<file path="config.mk">
export PLATFORM = sky130hd
export DESIGN_NAME = seven_segment_number_formatter_flat
export DESIGN_NICKNAME = d
export VERILOG_FILES = /design/src/rtl/ssnf_pkg.sv /design/src/rtl/ssnf_if.sv /design/src/rtl/ssnf_bcd_split.sv /design/src/rtl/ssnf_format.sv /design/src/rtl/seven_segment_number_formatter.sv /design/src/flat_wrapper.sv
export VERILOG_INCLUDE_DIRS = /design/src /design/src/rtl
export SDC_FILE = /design/constraint.sdc
export NUM_CORES = 1
export LEC_CHECK = 0
export ABC_CLOCK_PERIOD_IN_PS = 19830
export BUFFER_PORTS_ARGS = -buffer_cell sky130_fd_sc_hd__buf_2
export CORE_ASPECT_RATIO = 0.75
export CORE_MARGIN = 2
export CORE_UTILIZATION = 48
export CTS_CLUSTER_DIAMETER = 40
export DETAILED_ROUTE_END_ITERATION = 6
export PLACE_DENSITY = 0.71
export SYNTH_ARGS = -nofsm -noshare
export SYNTH_HDL_FRONTEND = slang
export SYNTH_SLANG_ARGS = --single-unit
</file>
<file path="constraint.sdc">
create_clock -name i_clk -period 19.83 [get_ports i_clk]
set_clock_uncertainty 0.2 [all_clocks]
set_input_delay 2.9745 -clock i_clk [delete_from_list [all_inputs] [get_ports i_clk]]
set_output_delay 2.9745 -clock i_clk [all_outputs]
set_load 0.1 [all_outputs]
</file>
<file path="src/rtl/assert_macros.svh">
// Assertion helpers for the RTL files; the top-level formatter includes them.
`ifndef ASSERT_MACROS_SVH
`define ASSERT_MACROS_SVH

// Same-cycle implication, disabled while reset is held.
`define ASSERT_IMPL(lbl, clk, rstn, ante, cons) \
    lbl: assert property (@(posedge clk) disable iff (!rstn) (ante) |-> (cons)) \
        else $error("same-cycle check failed");

// Next-cycle implication, disabled while reset is held.
`define ASSERT_NEXT(lbl, clk, rstn, ante, cons) \
    lbl: assert property (@(posedge clk) disable iff (!rstn) (ante) |=> (cons)) \
        else $error("next-cycle check failed");

`endif

</file>
<file path="src/rtl/ssnf_pkg.sv">
`timescale 1ns / 1ps

package ssnf_pkg;

    localparam int DIGIT_COUNT = 13;
    localparam int OP_W        = 2;
    localparam int VALUE_W     = 24;
    localparam int LOW_W       = 56;
    localparam int HIGH_W      = 48;

    localparam logic [VALUE_W-1:0] SPEED_LIMIT = 24'd512;
    localparam logic [VALUE_W-1:0] TRIP_LIMIT  = 24'd9999;
    localparam logic [7:0]         POINT_MASK  = 8'h80;

    typedef enum logic [OP_W-1:0] {
        OP_SPEED = 2'd0,
        OP_TRIP  = 2'd1,
        OP_DIST  = 2'd2
    } t_op;

    typedef logic [DIGIT_COUNT-1:0][7:0] t_seg_buf;

    typedef struct packed {
        t_seg_buf seg_buf;
        logic     over;
    } t_fmt_result;

endpackage

</file>
<file path="src/rtl/ssnf_if.sv">
`timescale 1ns / 1ps

interface ssnf_in_if;
    logic                          valid;
    logic                          ready;
    logic [ssnf_pkg::OP_W-1:0]     operation;
    logic [ssnf_pkg::VALUE_W-1:0]  value;

    modport source (output valid, output operation, output value, input ready);
    modport sink   (input valid, input operation, input value, output ready);
endinterface

interface ssnf_out_if;
    logic                          valid;
    logic                          ready;
    logic [ssnf_pkg::LOW_W-1:0]    digits_low;
    logic [ssnf_pkg::HIGH_W-1:0]   digits_high;
    logic                          speed_over_range;

    modport source (output valid, output digits_low, output digits_high,
                    output speed_over_range, input ready);
    modport sink   (input valid, input digits_low, input digits_high,
                    input speed_over_range, output ready);
endinterface

</file>
<file path="src/rtl/ssnf_bcd_split.sv">
`timescale 1ns / 1ps

// Splits a value below 10000 into four decimal digits. Each quotient is
// taken straight from the input by a reciprocal multiply, so the three
// constant multipliers run side by side rather than in a chain.
module ssnf_bcd_split (
    input  logic [13:0] i_value,
    output logic [3:0]  o_d0,
    output logic [3:0]  o_d1,
    output logic [3:0]  o_d2,
    output logic [3:0]  o_d3
);

    logic [29:0] p10;
    logic [26:0] p100;
    logic [28:0] p1000;
    logic [10:0] q10;
    logic [6:0]  q100;
    logic [3:0]  q1000;
    logic [13:0] rem0;
    logic [10:0] rem1;
    logic [6:0]  rem2;

    always_comb begin
        p10   = {16'd0, i_value} * 30'd52429;
        p100  = {13'd0, i_value} * 27'd5243;
        p1000 = {15'd0, i_value} * 29'd16778;
        q10   = p10[29:19];
        q100  = p100[25:19];
        q1000 = p1000[27:24];
        rem0  = i_value - ({3'd0, q10} * 14'd10);
        rem1  = q10 - ({4'd0, q100} * 11'd10);
        rem2  = q100 - ({3'd0, q1000} * 7'd10);
        o_d0  = rem0[3:0];
        o_d1  = rem1[3:0];
        o_d2  = rem2[3:0];
        o_d3  = q1000;
    end

endmodule

</file>
<file path="src/rtl/ssnf_format.sv">
`timescale 1ns / 1ps

// Builds the next pattern buffer from the current one and one update word, and flags a speed over the limit.
module ssnf_format (
    input  logic [ssnf_pkg::OP_W-1:0]    i_op,
    input  logic [ssnf_pkg::VALUE_W-1:0] i_value,
    input  ssnf_pkg::t_seg_buf           i_buf,
    output ssnf_pkg::t_fmt_result        o_result
);

    function automatic logic [7:0] f_seg(input logic [4:0] d);
        logic [7:0] pat;
        case (d)
            5'd0:    pat = 8'h3F;
            5'd1:    pat = 8'h06;
            5'd2:    pat = 8'h5B;
            5'd3:    pat = 8'h4F;
            5'd4:    pat = 8'h66;
            5'd5:    pat = 8'h6D;
            5'd6:    pat = 8'h7D;
            5'd7:    pat = 8'h07;
            5'd8:    pat = 8'h7F;
            5'd9:    pat = 8'h6F;
            default: pat = 8'h00;
        endcase
        return pat;
    endfunction

    logic [13:0] trip_value;
    logic [13:0] split_in;
    logic [3:0]  d0, d1, d2, d3;
    logic [7:0]  byte_val [3];
    logic [15:0] byte_prod [3];
    logic [4:0]  byte_hi [3];
    logic [7:0]  byte_rem [3];

    ssnf_bcd_split u_split (
        .i_value (split_in),
        .o_d0    (d0),
        .o_d1    (d1),
        .o_d2    (d2),
        .o_d3    (d3)
    );

    always_comb begin
        trip_value = (i_value > ssnf_pkg::TRIP_LIMIT) ? 14'd0 : i_value[13:0];
        split_in   = (i_op == ssnf_pkg::OP_TRIP) ? trip_value : {4'd0, i_value[9:0]};
    end

    // Distance bytes: b / 10 as (b * 205) >> 11, exact over the whole byte range.
    always_comb begin
        for (int k = 0; k < 3; k++) begin
            byte_val[k]  = i_value[8*k +: 8];
            byte_prod[k] = {8'd0, byte_val[k]} * 16'd205;
            byte_hi[k]   = byte_prod[k][15:11];
            byte_rem[k]  = byte_val[k] - ({3'd0, byte_hi[k]} * 8'd10);
        end
    end

    always_comb begin
        o_result.seg_buf = i_buf;
        o_result.over    = 1'b0;
        unique case (ssnf_pkg::t_op'(i_op))
            ssnf_pkg::OP_SPEED: begin
                if (i_value > ssnf_pkg::SPEED_LIMIT) begin
                    o_result.over = 1'b1;
                end else begin
                    o_result.seg_buf[2] = (d2 != 4'd0) ? f_seg({1'b0, d2}) : 8'h00;
                    o_result.seg_buf[1] = (d2 != 4'd0 || d1 != 4'd0) ?
                                          f_seg({1'b0, d1}) : 8'h00;
                    o_result.seg_buf[0] = f_seg({1'b0, d0});
                end
            end
            ssnf_pkg::OP_TRIP: begin
                o_result.seg_buf[6] = (d3 != 4'd0) ? f_seg({1'b0, d3}) : 8'h00;
                o_result.seg_buf[5] = (d3 != 4'd0 || d2 != 4'd0) ?
                                      f_seg({1'b0, d2}) : 8'h00;
                o_result.seg_buf[4] = f_seg({1'b0, d1}) | ssnf_pkg::POINT_MASK;
                o_result.seg_buf[3] = f_seg({1'b0, d0});
            end
            ssnf_pkg::OP_DIST: begin
                for (int k = 0; k < 3; k++) begin
                    o_result.seg_buf[7 + 2*k] = f_seg({1'b0, byte_rem[k][3:0]});
                    o_result.seg_buf[8 + 2*k] = f_seg(byte_hi[k]);
                end
            end
            default: begin
                o_result.seg_buf = i_buf;
            end
        endcase
    end

endmodule

</file>
<file path="src/rtl/seven_segment_number_formatter.sv">
// Flow: a word accepted into the input register is formatted from it and moves to
// the output register, and so to the output channel, once that register is free.
// Throughput: one word per cycle; the input register, the single formatting
// stage and the output register all move every cycle when the sink is ready.
// Reset: synchronous, active low; clears both valid flags, blanks the live buffer.
`timescale 1ns / 1ps
`include "assert_macros.svh"

module seven_segment_number_formatter (
    input  logic            i_clk,
    input  logic            i_rst_n,
    ssnf_in_if.sink         i_in,
    ssnf_out_if.source      o_out
);

    logic                          r_in_valid;
    logic [ssnf_pkg::OP_W-1:0]     r_in_op;
    logic [ssnf_pkg::VALUE_W-1:0]  r_in_value;
    ssnf_pkg::t_seg_buf            r_buf;
    logic                          r_out_valid;
    ssnf_pkg::t_seg_buf            r_out_buf;
    logic                          r_out_over;

    ssnf_pkg::t_fmt_result         fmt;
    logic                          out_free;
    logic                          advance;

    ssnf_format u_format (
        .i_op     (r_in_op),
        .i_value  (r_in_value),
        .i_buf    (r_buf),
        .o_result (fmt)
    );

    assign out_free   = !r_out_valid || o_out.ready;
    assign advance    = r_in_valid && out_free;
    assign i_in.ready = !r_in_valid || advance;

    assign o_out.valid            = r_out_valid;
    assign o_out.digits_low       = r_out_buf[6:0];
    assign o_out.digits_high      = r_out_buf[12:7];
    assign o_out.speed_over_range = r_out_over;

    always_ff @(posedge i_clk) begin
        if (!i_rst_n) begin
            r_in_valid  <= 1'b0;
            r_out_valid <= 1'b0;
            r_buf       <= '0;
        end else begin
            if (i_in.valid && i_in.ready) begin
                r_in_valid <= 1'b1;
            end else if (advance) begin
                r_in_valid <= 1'b0;
            end
            if (advance) begin
                r_out_valid <= 1'b1;
                r_buf       <= fmt.seg_buf;
            end else if (o_out.ready) begin
                r_out_valid <= 1'b0;
            end
        end
    end

    always_ff @(posedge i_clk) begin
        if (i_in.valid && i_in.ready) begin
            r_in_op    <= i_in.operation;
            r_in_value <= i_in.value;
        end
        if (advance) begin
            r_out_buf  <= fmt.seg_buf;
            r_out_over <= fmt.over;
        end
    end

    // While a word is shown, it mirrors the live buffer, since both load together.
    `ASSERT_IMPL(a_out_mirrors_buf, i_clk, i_rst_n, r_out_valid, r_out_buf == r_buf)
    `ASSERT_NEXT(a_buf_holds_idle, i_clk, i_rst_n, !advance, $stable(r_buf))
    `ASSERT_NEXT(a_over_keeps_buf, i_clk, i_rst_n, advance && fmt.over, $stable(r_buf))
    `ASSERT_NEXT(a_advance_fills_out, i_clk, i_rst_n, advance, r_out_valid)

endmodule

</file>
<file path="src/flat_wrapper.sv">
// flat-port wrapper written by rule: the top's interface ports become plain ports
module seven_segment_number_formatter_flat 
  (i_clk, i_rst_n, i_in_valid, i_in_operation, i_in_value, i_in_ready, o_out_valid, o_out_digits_low, o_out_digits_high, o_out_speed_over_range, o_out_ready);
  ssnf_in_if i_in_i ();
  ssnf_out_if o_out_i ();
  input  logic i_clk;
  input  logic i_rst_n;
  input wire logic [$bits(i_in_i.valid)-1:0] i_in_valid;
  input wire logic [$bits(i_in_i.operation)-1:0] i_in_operation;
  input wire logic [$bits(i_in_i.value)-1:0] i_in_value;
  output wire logic [$bits(i_in_i.ready)-1:0] i_in_ready;
  output wire logic [$bits(o_out_i.valid)-1:0] o_out_valid;
  output wire logic [$bits(o_out_i.digits_low)-1:0] o_out_digits_low;
  output wire logic [$bits(o_out_i.digits_high)-1:0] o_out_digits_high;
  output wire logic [$bits(o_out_i.speed_over_range)-1:0] o_out_speed_over_range;
  input wire logic [$bits(o_out_i.ready)-1:0] o_out_ready;
  assign i_in_i.valid = i_in_valid;
  assign i_in_i.operation = i_in_operation;
  assign i_in_i.value = i_in_value;
  assign i_in_ready = i_in_i.ready;
  assign o_out_valid = o_out_i.valid;
  assign o_out_digits_low = o_out_i.digits_low;
  assign o_out_digits_high = o_out_i.digits_high;
  assign o_out_speed_over_range = o_out_i.speed_over_range;
  assign o_out_i.ready = o_out_ready;
  seven_segment_number_formatter u_core (.i_clk(i_clk), .i_rst_n(i_rst_n), .i_in(i_in_i), .o_out(o_out_i));
endmodule
</file>
==> results.ini <==
[setup_path]
worstRegToRegCells = 37
path_class = flop to flop
critPathCaptureType = flop
reg2reg_to = u_core.o_out.digits_low[16]
startpoint = u_core.r_in_value[16]
crit_required_ps = 20040
critical_path.max_stage_delay_ps = 590
crit_path_start_kind = flop
r2r_slack_ps = 8990
crit_fanout = 18
arrival_ps = 11050
r2r_start = u_core.r_in_value[16]
cp_slowest_cell = a21oi_1
cp_common_cell = inv_1

[synthesis]
ys_warn_count = 0
ys.flop_type = edfxtp_1
synthArstFlopShare_pct = 0
synth_nets = 2902
syn_area_per_cell_sq_um = 9.83
synthesis.instances = 2271
synth.distinct_cells = 77
synth_common_cells = inv_1 (438), ha_1 (431), nand2_1 (182)
synth-edff-count = 131
ys_seq_elements = 237
synth_most_common_cell = inv_1
yosysSeqAreaShare_pct = 27.1
synth_top_area_share_pct = 24.1
synthTopCellsByArea = ha_1 (24%), edfxtp_1 (18%), fa_1 (15%)
mappedNetlistArea_sq_um = 22300
synth_top_area_cell = ha_1

[worst_hold_path]
hold_path_class = flop to flop
hp-start = u_core.r_buf[68]
min_path_cells = 2
min_to = u_core.r_buf[68]

[die]
die_height_microns = 191
core_area_sq_um = 45900
rows = 68
die-area_sq_um = 48300
io_pins = 137
start_util_pct = 48.6
die_width_microns = 253

[cts]
clock_sinks = 237
h-tree-depth = 2
clock-root-buffer = clkbuf_16
holdBufCountCts = 0
cts_resized = 0
clock_path_buffers = 3
cts_setup_buffers = 0
cts_buffers = 35
clkLatencyLatePin_ps = 540
cts_tree = done
clk_pin_slew_worst_paths_ps = 60

[final_layout]
instances_no_fill = 3040
final_area_sq_um = 24900
drive_gt1_share_pct = 10.4
syn_to_final_growth_pct = 11.6
layout.nets = 3046
multiInputGateArea_sq_um = 14400
seq_area_sq_um = 6060
fillerInstances = 4048

[placement]
dpl_cell_area_sq_um = 23700
gp_congestion = 0.943
dp_hpwl_mm = 44.5
dp_cells = 2973
io_buffers = 136

[route]
firstDrtPassIters = 5
drt-wirelength-per-cell_microns = 17.9
drt-initial-drc-count = 1217
drt-total-wl_mm = 54.5
via_count = 16500
drc = 0
viasPerCell = 5.42
ant_nets = 0

[status]
status = complete, no violations

[sta]
holdWs_ps = 252
tightestPinTransition_ps = 1180
clock.fmax_mhz = 92.3
fin_crit_ps = 10840
setup_violations = 0
drv_slew = 0
hold_viol = 0
relSlewSlack_pct = 19.0
rsz0062_at_grt = no
finalCritPeriodShare_pct = 54.7
setup-tns-final_ps = 0

[global_routing]
grt_max_degree = 66
track_usage_pct = 23.0
grt_pass1_wl_mm = 87.6
grt_pass1_vias = 16300
grt_overflow = 0
antenna_found_initial = 2

[job]
drv_cap = 0

[critical path, delay by kind of cell (launching register included)]
| family | cells | cell delay, ps |
|---|---|---|
| multiplexers | 1 | 420 |
| buffers and inverters | 7 | 770 |
| AND/OR/NAND/NOR | 5 | 950 |
| XOR/XNOR | 7 | 1940 |
| flip-flops | 1 | 490 |
| AO/OA/AOI/OAI | 8 | 2370 |
| adder cells (fa/ha/maj) | 9 | 3590 |
[flip-flops by register name, summed over array words and instances (netlist names)]
| register | cells |
|---|---|
| u_core.r_in_value | 24 |
| u_core.r_buf | 104 |
| u_core.o_out.speed_over_range | 1 |
| u_core.o_out.digits_low | 56 |
| u_core.r_in_valid | 1 |
| u_core.r_in_op | 2 |
| u_core.o_out.valid | 1 |
| u_core.o_out.digits_high | 48 |
[cell type report]
cell class	instances	share of cell area [%]
sequential	237	24.3
antenna	3	0.0301
clock inverter	23	1.04
timing repair buffer	156	3.33
multi-input combinational	1547	57.9
clock buffer	41	3.77
inverter	438	6.61
tap	595	2.99
[placed cells by master (no fill, tap or decap), types with 6 or more instances in the layout]
cell type / instances
a211o_1: 6
a211oi_1: 7
a21o_1: 18
a21oi_1: 111
a221oi_1: 6
a22o_1: 29
a31oi_1: 16
a32o_1: 11
and2_1: 29
and3_1: 19
buf_2: 136
buf_4: 20
clkbuf_16: 35
dfxtp_1: 106
edfxtp_1: 131
fa_1: 170
ha_1: 431
inv_1: 437
mux2_2: 8
nand2_1: 182
nand2b_1: 18
nand3_1: 32
nand4_1: 7
nor2_1: 65
nor2b_1: 18
nor3_1: 21
o211ai_1: 7
o21a_1: 14
o21ai_0: 152
o21ai_1: 7
o22ai_1: 6
o31ai_1: 10
or2_2: 9
or3_1: 6
xnor2_1: 40
xor2_1: 14
[stage by stage]
step                      setup slack, ps  utilization [%]
after floorplan                     10810                -
after global placement               9220             51.6
after detailed placement             9010             51.6
after CTS                            8980             54.2
after global routing                 8240             54.2
final                                8990             54.2
[worst max path at each step]
stage	endpoint	slack [ps]
6_report	u_core.o_out.digits_low[16]	8990
3_5_place_dp	u_core.o_out.digits_low[16]	9010
3_3_place_gp	u_core.o_out.digits_low[40]	9220
2_1_floorplan	u_core.o_out.digits_low[16]	10810
4_1_cts	u_core.o_out.digits_low[16]	8980
5_1_grt	u_core.o_out.digits_low[16]	8240
[cell families after synthesis]
logic type      after synthesis  synth area share [%]
fa+ha+maj                   601                  39.4
flops                       237                  27.1
simple gates                421                  8.82
compound gates              447                  12.7
buf+inv                     487                  8.26
xor+xnor                     63                  2.94
mux                          15                 0.762
[layer usage]
layer,wire [microns],vias up,track usage (%)
li1,-,7949,-
met1,27200,7989,35.1
met2,22800,473,34.0
met3,3700,58,4.25
met4,787,0,4.62
met5,0,-,0
Power is left out: the tool's default activity adds up to more than one toggle a clock period on the data nets, which glitch-free logic cannot reach.
